**config.mk**
```make
export PLATFORM = sky130hd
export DESIGN_NAME = touch_channel_minmax_normalizer
export DESIGN_NICKNAME = d
export VERILOG_FILES = /design/src/sv/tcmn_pkg.sv /design/src/sv/touch_channel_minmax_normalizer.sv /design/src/sv/tcmn_div8.sv
export SDC_FILE = /design/constraint.sdc
export NUM_CORES = 1
export LEC_CHECK = 0
export BUFFER_PORTS_ARGS = -buffer_cell sky130_fd_sc_hd__buf_4
export CORE_ASPECT_RATIO = 1.75
export CORE_MARGIN = 1.5
export CORE_UTILIZATION = 45
export DETAILED_ROUTE_END_ITERATION = 7
export PLACE_DENSITY = 0.66
export SKIP_CTS_REPAIR_TIMING = 1
export SLEW_MARGIN = 40
export SYNTH_ARGS = -nofsm -noshare
export SYNTH_HDL_FRONTEND = slang
export SYNTH_SLANG_ARGS = --single-unit
```
**constraint.sdc**
```tcl
create_clock -name aclk -period 12.84 [get_ports aclk]
set_input_delay 0 -clock aclk [delete_from_list [all_inputs] [get_ports aclk]]
set_output_delay 0 -clock aclk [all_outputs]
set_load 0.05 [all_outputs]
```
**src/sv/tcmn_pkg.sv**
```systemverilog
// ----------------------------------------------------------------------------
// tcmn_pkg
// Types and constants shared by the touch channel min/max normalizer.
// ----------------------------------------------------------------------------
`timescale 1ns / 1ps
`default_nettype none

package tcmn_pkg;

    localparam int SAMPLE_W = 16;
    localparam int CHAN_W   = 4;
    localparam int CMD_W    = 3;
    localparam int CAL_W    = 8;
    localparam int CFG_IDX_W = 2;

    // command codes
    localparam logic [CMD_W-1:0] CMD_SAMPLE      = 3'd0;
    localparam logic [CMD_W-1:0] CMD_REPORT_ONCE = 3'd1;
    localparam logic [CMD_W-1:0] CMD_CAL_CLEAR   = 3'd2;
    localparam logic [CMD_W-1:0] CMD_MIN_RESTART = 3'd3;
    localparam logic [CMD_W-1:0] CMD_MAX_RESTART = 3'd4;

    // configuration register indexes
    localparam logic [CFG_IDX_W-1:0] REG_RAW_MODE   = 2'd0;
    localparam logic [CFG_IDX_W-1:0] REG_CONTINUOUS = 2'd1;

    localparam logic [SAMPLE_W-1:0] MIN_RESET = 16'hFFFF;
    localparam logic [SAMPLE_W-1:0] MAX_RESET = 16'h0000;
    localparam logic [SAMPLE_W-1:0] FULL_SCALE = 16'd255;

    typedef struct packed {
        logic [CMD_W-1:0]    command;
        logic [CHAN_W-1:0]   channel;
        logic [SAMPLE_W-1:0] sample;
        logic                last_of_scan;
    } in_item_t;

    typedef struct packed {
        logic [CHAN_W-1:0]   out_channel;
        logic [SAMPLE_W-1:0] value;
        logic [7:0]          check_byte;
        logic                last_of_frame;
    } out_item_t;

    typedef struct packed {
        logic                start;
        logic [SAMPLE_W-1:0] dividend;
        logic [SAMPLE_W-1:0] divisor;
    } div_req_t;

    typedef enum logic [2:0] {
        ST_IDLE,
        ST_LOAD,
        ST_DIFF,
        ST_DIVIDE,
        ST_FINISH
    } norm_state_t;

endpackage

`default_nettype wire

```
**src/sv/touch_channel_minmax_normalizer.sv**
```systemverilog
// ----------------------------------------------------------------------------
// touch_channel_minmax_normalizer
// Keeps per-channel min/max during calibration countdowns and, while armed or
// continuous, reports samples normalized to 0..255 over the span (raw if raw
// or uncalibrated, offset if no span), with a running XOR check byte per frame.
// ----------------------------------------------------------------------------
//  channel   ports                                 payload
//  input     s_valid / s_ready / s_item            tcmn_pkg::in_item_t
//  result    m_valid / m_ready / m_item            tcmn_pkg::out_item_t
//  config    cfg_valid / cfg_ready / cfg_index     cfg_data (1 bit)
//
//  a sample item passes load, diff and finish when raw, uncalibrated, offset-only
//  or clipped, and the serial divider (1 scale + 8 steps) between diff and finish
//  otherwise; an unreported sample ends after diff, or after load if out of range
//  a control command is taken in idle; s_ready is low while an item is worked
//  results wait in an output register; a stalled m_ready holds the next item
//  in its final cycle only. synchronous active-low reset, no clearing pass
// ----------------------------------------------------------------------------
`timescale 1ns / 1ps
`default_nettype none

module touch_channel_minmax_normalizer #(
    parameter int CHANNELS  = 12,
    parameter int CAL_SCANS = 255
) (
    input  wire logic                                aclk,
    input  wire logic                                aresetn,

    input  wire logic                                s_valid,
    output logic                                     s_ready,
    input  wire tcmn_pkg::in_item_t                  s_item,

    output logic                                     m_valid,
    input  wire logic                                m_ready,
    output tcmn_pkg::out_item_t                      m_item,

    input  wire logic                                cfg_valid,
    output logic                                     cfg_ready,
    input  wire logic [tcmn_pkg::CFG_IDX_W-1:0]      cfg_index,
    input  wire logic                                cfg_data
);

    localparam int IDX_W = (CHANNELS > 1) ? $clog2(CHANNELS) : 1;
    localparam logic [tcmn_pkg::CAL_W-1:0] CAL_START = tcmn_pkg::CAL_W'(CAL_SCANS);

    tcmn_pkg::norm_state_t state_reg, state_next;

    logic [tcmn_pkg::SAMPLE_W-1:0] min_store_reg [CHANNELS];
    logic [tcmn_pkg::SAMPLE_W-1:0] max_store_reg [CHANNELS];
    logic [tcmn_pkg::CAL_W-1:0]    min_cal_left_reg;
    logic [tcmn_pkg::CAL_W-1:0]    max_cal_left_reg;
    logic                          report_armed_reg;
    logic [7:0]                    frame_xor_reg;
    logic                          raw_mode_reg;
    logic                          continuous_reg;

    logic [tcmn_pkg::CHAN_W-1:0]   ch_reg;
    logic [tcmn_pkg::SAMPLE_W-1:0] sample_reg;
    logic                          last_reg;
    logic [tcmn_pkg::SAMPLE_W-1:0] lo_reg;
    logic [tcmn_pkg::SAMPLE_W-1:0] hi_reg;
    logic [tcmn_pkg::SAMPLE_W-1:0] val_reg;

    logic                          m_valid_reg;
    tcmn_pkg::out_item_t           m_item_reg;

    logic                          in_accept;
    logic                          in_range;
    logic [IDX_W-1:0]              ch_idx;
    logic [tcmn_pkg::SAMPLE_W-1:0] min_rd;
    logic [tcmn_pkg::SAMPLE_W-1:0] max_rd;
    logic [tcmn_pkg::SAMPLE_W-1:0] lo_new;
    logic [tcmn_pkg::SAMPLE_W-1:0] hi_new;

    logic                          report_on;
    logic                          pass_through;
    logic                          span_ok;
    logic                          clip;
    logic [tcmn_pkg::SAMPLE_W-1:0] offset;
    logic [tcmn_pkg::SAMPLE_W-1:0] span;
    logic [7:0]                    xor_new;

    logic                          out_load;
    logic                          scan_end;
    tcmn_pkg::div_req_t            div_req;
    logic                          div_done;
    logic [7:0]                    div_q;

    assign in_accept = s_valid && s_ready;
    assign cfg_ready = 1'b1;
    assign in_range  = {1'b0, ch_reg} < (tcmn_pkg::CHAN_W + 1)'(CHANNELS);
    assign ch_idx    = ch_reg[IDX_W-1:0];
    assign min_rd    = min_store_reg[ch_idx];
    assign max_rd    = max_store_reg[ch_idx];

    // calibration compare against the stored extremes
    always_comb begin
        lo_new = min_rd;
        hi_new = max_rd;
        if (min_cal_left_reg != '0 && sample_reg < min_rd) begin
            lo_new = sample_reg;
        end
        if (max_cal_left_reg != '0 && sample_reg > max_rd) begin
            hi_new = sample_reg;
        end
    end

    assign report_on    = report_armed_reg || continuous_reg;
    assign pass_through = raw_mode_reg || (lo_reg == tcmn_pkg::MIN_RESET);
    assign span_ok      = hi_reg > lo_reg;
    // with a valid span and no pass-through, sample at or above max saturates
    assign clip         = sample_reg >= hi_reg;
    assign offset       = (sample_reg > lo_reg) ? (sample_reg - lo_reg) : '0;
    assign span         = hi_reg - lo_reg;
    assign xor_new      = frame_xor_reg ^ val_reg[15:8] ^ val_reg[7:0];

    // next state
    always_comb begin
        state_next = state_reg;
        unique case (state_reg)
            tcmn_pkg::ST_IDLE: begin
                if (in_accept && s_item.command == tcmn_pkg::CMD_SAMPLE) begin
                    state_next = tcmn_pkg::ST_LOAD;
                end
            end
            tcmn_pkg::ST_LOAD: begin
                state_next = in_range ? tcmn_pkg::ST_DIFF : tcmn_pkg::ST_IDLE;
            end
            tcmn_pkg::ST_DIFF: begin
                priority if (!report_on) begin
                    state_next = tcmn_pkg::ST_IDLE;
                end else if (pass_through || !span_ok || clip) begin
                    state_next = tcmn_pkg::ST_FINISH;
                end else begin
                    state_next = tcmn_pkg::ST_DIVIDE;
                end
            end
            tcmn_pkg::ST_DIVIDE: begin
                if (div_done) begin
                    state_next = tcmn_pkg::ST_FINISH;
                end
            end
            tcmn_pkg::ST_FINISH: begin
                if (out_load) begin
                    state_next = tcmn_pkg::ST_IDLE;
                end
            end
            default: state_next = tcmn_pkg::ST_IDLE;
        endcase
    end

    // state outputs
    always_comb begin
        s_ready          = 1'b0;
        out_load         = 1'b0;
        scan_end         = 1'b0;
        div_req.start    = 1'b0;
        div_req.dividend = offset;
        div_req.divisor  = span;
        unique case (state_reg)
            tcmn_pkg::ST_IDLE: s_ready = 1'b1;
            tcmn_pkg::ST_LOAD: scan_end = !in_range;
            tcmn_pkg::ST_DIFF: begin
                scan_end      = !report_on;
                div_req.start = report_on && !pass_through && span_ok && !clip;
            end
            tcmn_pkg::ST_DIVIDE: ;
            tcmn_pkg::ST_FINISH: begin
                out_load = !m_valid_reg || m_ready;
                scan_end = out_load;
            end
            default: ;
        endcase
    end

    tcmn_div8 u_div (
        .aclk     (aclk),
        .aresetn  (aresetn),
        .req      (div_req),
        .done     (div_done),
        .quotient (div_q)
    );

    // control and calibration state
    always_ff @(posedge aclk) begin
        if (!aresetn) begin
            state_reg        <= tcmn_pkg::ST_IDLE;
            min_cal_left_reg <= CAL_START;
            max_cal_left_reg <= CAL_START;
            report_armed_reg <= 1'b0;
            frame_xor_reg    <= 8'd0;
            raw_mode_reg     <= 1'b0;
            continuous_reg   <= 1'b0;
            m_valid_reg      <= 1'b0;
            for (int i = 0; i < CHANNELS; i++) begin
                min_store_reg[i] <= tcmn_pkg::MIN_RESET;
                max_store_reg[i] <= tcmn_pkg::MAX_RESET;
            end
        end else begin
            state_reg <= state_next;

            if (cfg_valid && cfg_ready) begin
                if (cfg_index == tcmn_pkg::REG_RAW_MODE) begin
                    raw_mode_reg <= cfg_data;
                end
                if (cfg_index == tcmn_pkg::REG_CONTINUOUS) begin
                    continuous_reg <= cfg_data;
                end
            end

            if (in_accept) begin
                unique case (s_item.command)
                    tcmn_pkg::CMD_REPORT_ONCE: report_armed_reg <= 1'b1;
                    tcmn_pkg::CMD_CAL_CLEAR: begin
                        for (int i = 0; i < CHANNELS; i++) begin
                            min_store_reg[i] <= tcmn_pkg::MIN_RESET;
                            max_store_reg[i] <= tcmn_pkg::MAX_RESET;
                        end
                    end
                    tcmn_pkg::CMD_MIN_RESTART: min_cal_left_reg <= CAL_START;
                    tcmn_pkg::CMD_MAX_RESTART: max_cal_left_reg <= CAL_START;
                    default: ;
                endcase
            end

            if (state_reg == tcmn_pkg::ST_LOAD && in_range) begin
                min_store_reg[ch_idx] <= lo_new;
                max_store_reg[ch_idx] <= hi_new;
            end

            if (out_load) begin
                m_valid_reg <= 1'b1;
            end else if (m_ready) begin
                m_valid_reg <= 1'b0;
            end

            // end of scan: countdowns tick, frame closes
            if (scan_end && last_reg) begin
                if (min_cal_left_reg != '0) begin
                    min_cal_left_reg <= min_cal_left_reg - tcmn_pkg::CAL_W'(1);
                end
                if (max_cal_left_reg != '0) begin
                    max_cal_left_reg <= max_cal_left_reg - tcmn_pkg::CAL_W'(1);
                end
                report_armed_reg <= 1'b0;
                frame_xor_reg    <= 8'd0;
            end else if (out_load) begin
                frame_xor_reg <= xor_new;
            end
        end
    end

    // datapath registers
    always_ff @(posedge aclk) begin
        if (in_accept) begin
            ch_reg     <= s_item.channel;
            sample_reg <= s_item.sample;
            last_reg   <= s_item.last_of_scan;
        end
        if (state_reg == tcmn_pkg::ST_LOAD) begin
            lo_reg <= lo_new;
            hi_reg <= hi_new;
        end
        if (state_reg == tcmn_pkg::ST_DIFF) begin
            priority if (pass_through) begin
                val_reg <= sample_reg;
            end else if (!span_ok) begin
                val_reg <= offset;
            end else begin
                val_reg <= tcmn_pkg::FULL_SCALE;
            end
        end else if (state_reg == tcmn_pkg::ST_DIVIDE && div_done) begin
            val_reg <= {8'd0, div_q};
        end
        if (out_load) begin
            m_item_reg.out_channel   <= ch_reg;
            m_item_reg.value         <= val_reg;
            m_item_reg.check_byte    <= xor_new;
            m_item_reg.last_of_frame <= last_reg;
        end
    end

    assign m_valid = m_valid_reg;
    assign m_item  = m_item_reg;

`ifndef SYNTHESIS
    // the divider only finishes while the sequencer waits for it
    assert property (@(posedge aclk) disable iff (!aresetn)
        div_done |-> state_reg == tcmn_pkg::ST_DIVIDE)
        else $error("divider result outside of divide state");

    // the min countdown only jumps back to full on its restart command
    assert property (@(posedge aclk) disable iff (!aresetn)
        in_accept && s_item.command != tcmn_pkg::CMD_MIN_RESTART
        |=> min_cal_left_reg == $past(min_cal_left_reg))
        else $error("min countdown changed by a foreign command");

    // closing a frame clears the running check
    assert property (@(posedge aclk) disable iff (!aresetn)
        out_load && last_reg |=> frame_xor_reg == 8'd0 && m_valid_reg)
        else $error("frame check not cleared at end of frame");

    // a normalized value from the divider never exceeds full scale
    assert property (@(posedge aclk) disable iff (!aresetn)
        out_load && !pass_through && span_ok |-> val_reg <= tcmn_pkg::FULL_SCALE)
        else $error("normalized value above full scale");
`endif

endmodule

`default_nettype wire

```
**src/sv/tcmn_div8.sv**
```systemverilog
// ----------------------------------------------------------------------------
// tcmn_div8
// Serial scale-and-divide: q = (dividend * 255) / divisor, for dividend <
// divisor, so q fits in 8 bits. One shared 24-bit subtractor does the
// multiply by 255 in a single scale step and then one restoring step per quotient bit.
// ----------------------------------------------------------------------------
`timescale 1ns / 1ps
`default_nettype none

module tcmn_div8 (
    input  wire logic              aclk,
    input  wire logic              aresetn,
    input  wire tcmn_pkg::div_req_t req,
    output logic                   done,
    output logic [7:0]             quotient
);

    logic        busy_reg;
    logic        mul_reg;
    logic [2:0]  step_reg;
    logic        done_reg;
    logic [23:0] rem_reg;
    logic [15:0] dividend_reg;
    logic [15:0] divisor_reg;
    logic [7:0]  q_reg;

    logic [23:0] sub_b;
    logic [24:0] diff;
    logic        borrow;

    // shared subtractor: d*256 - d first, then remainder - divisor*2^k
    always_comb begin
        if (mul_reg) begin
            sub_b = {8'd0, dividend_reg};
        end else begin
            sub_b = {8'd0, divisor_reg} << step_reg;
        end
        diff   = {1'b0, rem_reg} - {1'b0, sub_b};
        borrow = diff[24];
    end

    always_ff @(posedge aclk) begin
        if (!aresetn) begin
            busy_reg <= 1'b0;
            mul_reg  <= 1'b0;
            step_reg <= 3'd0;
            done_reg <= 1'b0;
        end else begin
            done_reg <= 1'b0;
            if (req.start) begin
                busy_reg <= 1'b1;
                mul_reg  <= 1'b1;
                step_reg <= 3'd7;
            end else if (busy_reg) begin
                if (mul_reg) begin
                    mul_reg <= 1'b0;
                end else if (step_reg == 3'd0) begin
                    busy_reg <= 1'b0;
                    done_reg <= 1'b1;
                end else begin
                    step_reg <= step_reg - 3'd1;
                end
            end
        end
    end

    always_ff @(posedge aclk) begin
        if (req.start) begin
            rem_reg      <= {req.dividend, 8'd0};
            dividend_reg <= req.dividend;
            divisor_reg  <= req.divisor;
            q_reg        <= 8'd0;
        end else if (busy_reg) begin
            if (mul_reg) begin
                rem_reg <= diff[23:0];
            end else begin
                if (!borrow) begin
                    rem_reg <= diff[23:0];
                end
                q_reg <= {q_reg[6:0], ~borrow};
            end
        end
    end

    assign done     = done_reg;
    assign quotient = q_reg;

`ifndef SYNTHESIS
    // the multiply step always comes first after a start
    assert property (@(posedge aclk) disable iff (!aresetn)
        req.start |=> busy_reg && mul_reg && step_reg == 3'd7)
        else $error("divider did not begin with the scale step");

    // done pulses once, at the end of a busy run
    assert property (@(posedge aclk) disable iff (!aresetn)
        done_reg |-> !busy_reg && $past(busy_reg))
        else $error("divider done without a finished run");

    assert property (@(posedge aclk) disable iff (!aresetn)
        done_reg |=> !done_reg)
        else $error("divider done held longer than one cycle");
`endif

endmodule

`default_nettype wire

```
Yosys cells after proc, flatten, opt, wreduce, memory -nomap -nowiden --
Memory sizes are Yosys's and may differ from the RTL's. A register that Yosys moved wholly into a read port is not among the register bits. Index checks and enable logic that the tools add are counted.
Word-level totals: input bits 32, memories 2, memory bits (writable) 384, register bits 199, word-level logic and storage cells 215
Memory list:
- max_store_reg | depth 12, bits a word 16, read ports 1, clocked after Yosys merged registers in 1, wr ports 12, RTL line touch_channel_minmax_normalizer.sv:49 | logic [tcmn_pkg::SAMPLE_W-1:0] max_store_reg [CHANNELS];
- min_store_reg | depth 12, bits a word 16, read ports 1, clocked after Yosys merged registers in 1, wr ports 12, RTL line touch_channel_minmax_normalizer.sv:48 | logic [tcmn_pkg::SAMPLE_W-1:0] min_store_reg [CHANNELS];
Operators by class: $lt $le $gt $ge 6, eq/ne operators 17, multiplexer cells 84, shift operators 1, add/subtract/negate cells 6, bitwise operators 30, reduce and logical (&&, ||, !) cells 42
Operators by type and width (number):
- two-way mux 16 bit | 33
- two-way mux 24 bit | 5
- two-way mux 8 bit | 8
- greater-than comparator 16 bit | 3
- OR reduction 16 bit | 2
- subtractor 16 bit | 2
- two-way mux 3 bit | 9
- subtractor 24 x 24 -> 25 bit | 1
- bitwise OR 1 bit | 24
- << shifter 16 x 3 -> 24 bit | 1
- two-way mux 1 bit | 22
- equality test 16 bit (second input constant) | 1
- greater-or-equal comparator 16 bit | 1
- < comparator 16 bit | 1
- two-way mux 4 bit | 4
- nonzero test 8 bit | 2
- subtractor 8 x 1 -> 8 bit (second input constant) | 2
- bitwise XOR 8 bit | 2
- case mux 3 bit (5 select lines) | 1
- equality test 3 x 2 -> 1 bit (second input constant) | 4
- AND reduction 2 bit | 6
- logical AND 1 bit | 10
- logical NOT 3 bit | 3
- != test 2 bit (second input constant) | 4
- 17 further kinds | 35

Depth between registers and ports, before layout --
depth after elaboration 9, mapped depth 19, depth with buffers taken out 16

By module --
A second synthesis with hierarchy kept.
Unflattened totals: cell total of the unflattened synthesis 2617, area total of the unflattened synthesis 34774.6 um^2
By module, submodules not included:
- touch_channel_minmax_normalizer | times used 1, cells each 2139, area an instance 30262.8 um^2
- tcmn_div8 | times used 1, cells each 478, area an instance 4511.8 um^2

Worst setup path before layout --
No wires, ideal clock.
path type register -> register, from register state_reg[0], to memory max_store_reg[2][0] in the netlist's numbering, enable pin, path buffers 2, clock period less this slack 5433 ps, data required time 12451 ps, data arrival time 5044 ps, setup time 389 ps, cell stages (with the launch flop) 10, slack 7407 ps, cell sequence dfxtp_1 -> clkbuf_1 -> nor3b_1 -> nand3_1 -> inv_1 -> nand2_1 -> nor2_1 -> nand2_1 -> clkbuf_1 -> nand2_1
RTL lines:
- from (decl) | RTL line touch_channel_minmax_normalizer.sv:46 | tcmn_pkg::norm_state_t state_reg, state_next;
- from (signal assigned) | RTL line touch_channel_minmax_normalizer.sv:187 | state_reg <= tcmn_pkg::ST_IDLE;
- from (signal assigned) | RTL line touch_channel_minmax_normalizer.sv:200 | state_reg <= state_next;
- to (decl) | RTL line touch_channel_minmax_normalizer.sv:49

==> metrics.yaml <==
status:
  status: "completed"
synth:
  netlist_area_um2: 33600
  synth_edf_count: 658
  synth_top_area_share_pct: 58.8
  async_flop_share_pct: 0
  synth_seq_cells: 715
  yosys-top-cells-count: "658 x edfxtp_1, 308 x nand2_1, 285 x nor2_1"
  synthCells: 2464
  yosysWarningCount: 0
  yosysMostFrequentCell: "edfxtp_1"
  syn-mean-instance-area_um2: 13.6
  ys_types: 67
  ys_seq_area_share_pct: 62.2
  yosys.area.top_type: "edfxtp_1"
  synthFlopType: "edfxtp_1"
  synth_area_leaders: "edfxtp_1 59%, mux4_2 11%, ha_1 4.1%, nand2_1 3.4%, dfxtp_1 3.4%"
grt:
  overflow: 0
  grt_pass1_vias: 22100
  grt_pass1_wl_um: 135000
  globalRouteTotalUtil_pct: 24.3
  antenna_found_initial: 2
  grt_max_degree: 71
die:
  dieArea_um2: 76400
  io_pins: 64
  start_util_pct: 45.4
  die_height_um: 365
  core-area_um2: 74000
  fp-row-count: 132
  die_w_um: 210
detailed_routing:
  viasPerCell: 5.84
  ant_nets: 0
  firstDrtPassIters: 5
  wire_per_inst_um: 25.4
  drt-total-wl_um: 92500
  drt_iter0_drc: 1815
  drc: 0
  vias: 21300
worst_setup_path:
  cp_max_fo: 50
  crit_type: "reg -> reg"
  cpPeakStageDelay_ns: 0.73
  cp_num_cells: 16
  crit_buf_inv: 5
  worst_ep_arrival_time_ns: 6.51
  endpoint: "hi_reg[10]"
  crit_top_cell: "buf_4"
  reg2reg_slack_ns: 6.66
  end_kind: "flip-flop"
  cp_top_family: "buffers and inverters"
  r2r_end: "hi_reg[10]"
  cp_cell_sequence: "buf_4 -> buf_4 -> mux4_2 -> mux4_2 -> inv_1 -> ha_1 -> nor2b_1 -> o21a_1 -> o21a_1 -> o21ai_0 -> a21oi_1 -> o2111ai_1 -> and3_1 -> buf_4 -> mux2i_2 -> inv_1"
  crit_required_ns: 13.17
  startpoint_type: "flip-flop"
  reg2reg_depth: 16
  crit_slowest_cell: "buf_4"
clock_network:
  cts_made_buffers: 61
  clock_sinks: 715
  cts_tree: "built"
  clock_path_buffers: 3
  root_buffer: "clkbuf_16"
  clkTransAtPathRegs_ns: 0.06
  clock_latency_ns: 0.66
  htree_levels: 2
placement:
  port_buffers: 62
  dp_slack_ns: 6.50
  placed_area_um2: 35800
  dpl.hpwl_um: 62100
  gp_congestion: 0.955
min_path:
  min_path_type: "in -> reg"
timing:
  max_slew_margin_pct: 35.7
  fmax_mhz: 162
  tns_ns: 0
  rsz0062_at_grt: "no"
  layout_setup_ws_ns: 6.66
  tightestPinTransition_ns: 0.965
  min_period_ns: 6.18
  final_max_slew_viol_count: 0
  setup_violations: 0
  hold_viol: 0
  finalCritPeriodShare_pct: 48.1
  fin_hold_ws_ns: 0.0661
  finClkSkew_ns: 0.0281
finish:
  drive_above_1_share_pct: 16.4
  seq_area_um2: 20900
  final_nets: 2807
  fill_cells: 6246
  multiInputGateArea_um2: 12500
  antennaDiodeCount: 0
  fin_area_um2: 38100
  synthToLayoutAreaGrowth_pct: 13.3
power_and_ir_drop:
  power.leakage_nw: 13.1
  p_per_area_nw_per_um2: 134
  ir_worst_vdd_mv: 0.0991
job:
  drv_cap: 0
-- stage by stage --
step                      power, mW  instances  util (%)
after CTS                      5.12       3609      51.0
after floorplan                3.14       2591         -
final                          5.11       3646      51.5
after global placement         3.31       3493      48.1
after global routing           5.27       3646      51.5
after detailed placement       3.35       3499      48.4
-- layer usage --
metal  vias up  global-route usage (%)  wire length [um]
met1     10600                    24.8             30200
met5         -                       0                24
li1       9403                       -                 -
met3       325                    3.54              5890
met2       907                    45.6             49700
met4         4                    16.2              6640
-- cell families (layout without fill, tap and decap cells) --
logic type / Yosys count / after routing / share of synthesized area [%]
other: 2 / 129 / 0.0223
buffers and inverters: 256 / 373 / 3.02
adders and majority gates: 114 / 114 / 4.31
DFF: 715 / 715 / 62.2
muxes: 232 / 232 / 13.1
and+or+nand+nor: 776 / 776 / 9.91
AOI/OAI and AO/OA: 299 / 299 / 5.65
xor gates and xnor gates: 70 / 70 / 1.82
-- worst min-delay path by stage --
| stage | from | endpoint | cells after the start | slack, ns |
|---|---|---|---|---|
| final | s_item[2] | sample_reg[1] | 2 | 0.07 |
| after floorplan | s_item[17] | ch_idx[0] | 0 | 0.1 |
| after CTS | s_item[16] | sample_reg[15] | 1 | -0.49 |
| after global routing | s_item[2] | sample_reg[1] | 2 | 0.07 |
| after global placement | s_item[4] | sample_reg[3] | 1 | 0.18 |
| after detailed placement | s_item[0] | last_reg | 1 | 0.18 |
-- layout make-up --
class,instances,share of cell area (%)
inverter,119,1.17
tap,938,3.08
timing repair buffer,144,3.27
clock inverter,24,0.581
clock buffer,86,4.33
multi-input combinational,1620,32.7
sequential,715,54.9
-- cell usage in the layout, fill, tap and decap left out, types with 16 or more instances in the layout --
cell type / n
buf_4: 100
xor2_1: 27
ha_1: 111
mux2i_1: 28
mux4_2: 165
and2_1: 16
nand2_1: 299
dlygate4sd3_1: 36
nand3_1: 25
nor2_1: 276
dfxtp_1: 53
a21oi_1: 88
clkbuf_1: 22
o21ai_0: 64
nor3_1: 25
xnor2_1: 43
clkbuf_16: 61
conb_1: 129
inv_1: 107
mux2i_2: 26
nor2b_1: 25
edfxtp_1: 658
a21o_1: 30
or3_1: 18
nand4_1: 20
-- report_power, final --
group | switching (mW) | leakage [nW] | internal [mW] | total (mW)
Clock | 0.835 | 0.901 | 0.956 | 1.79
Sequential | 0.0568 | 6.38 | 2.67 | 2.72
Combinational | 0.371 | 5.82 | 0.222 | 0.593
(Power assumes the default switching activity.)
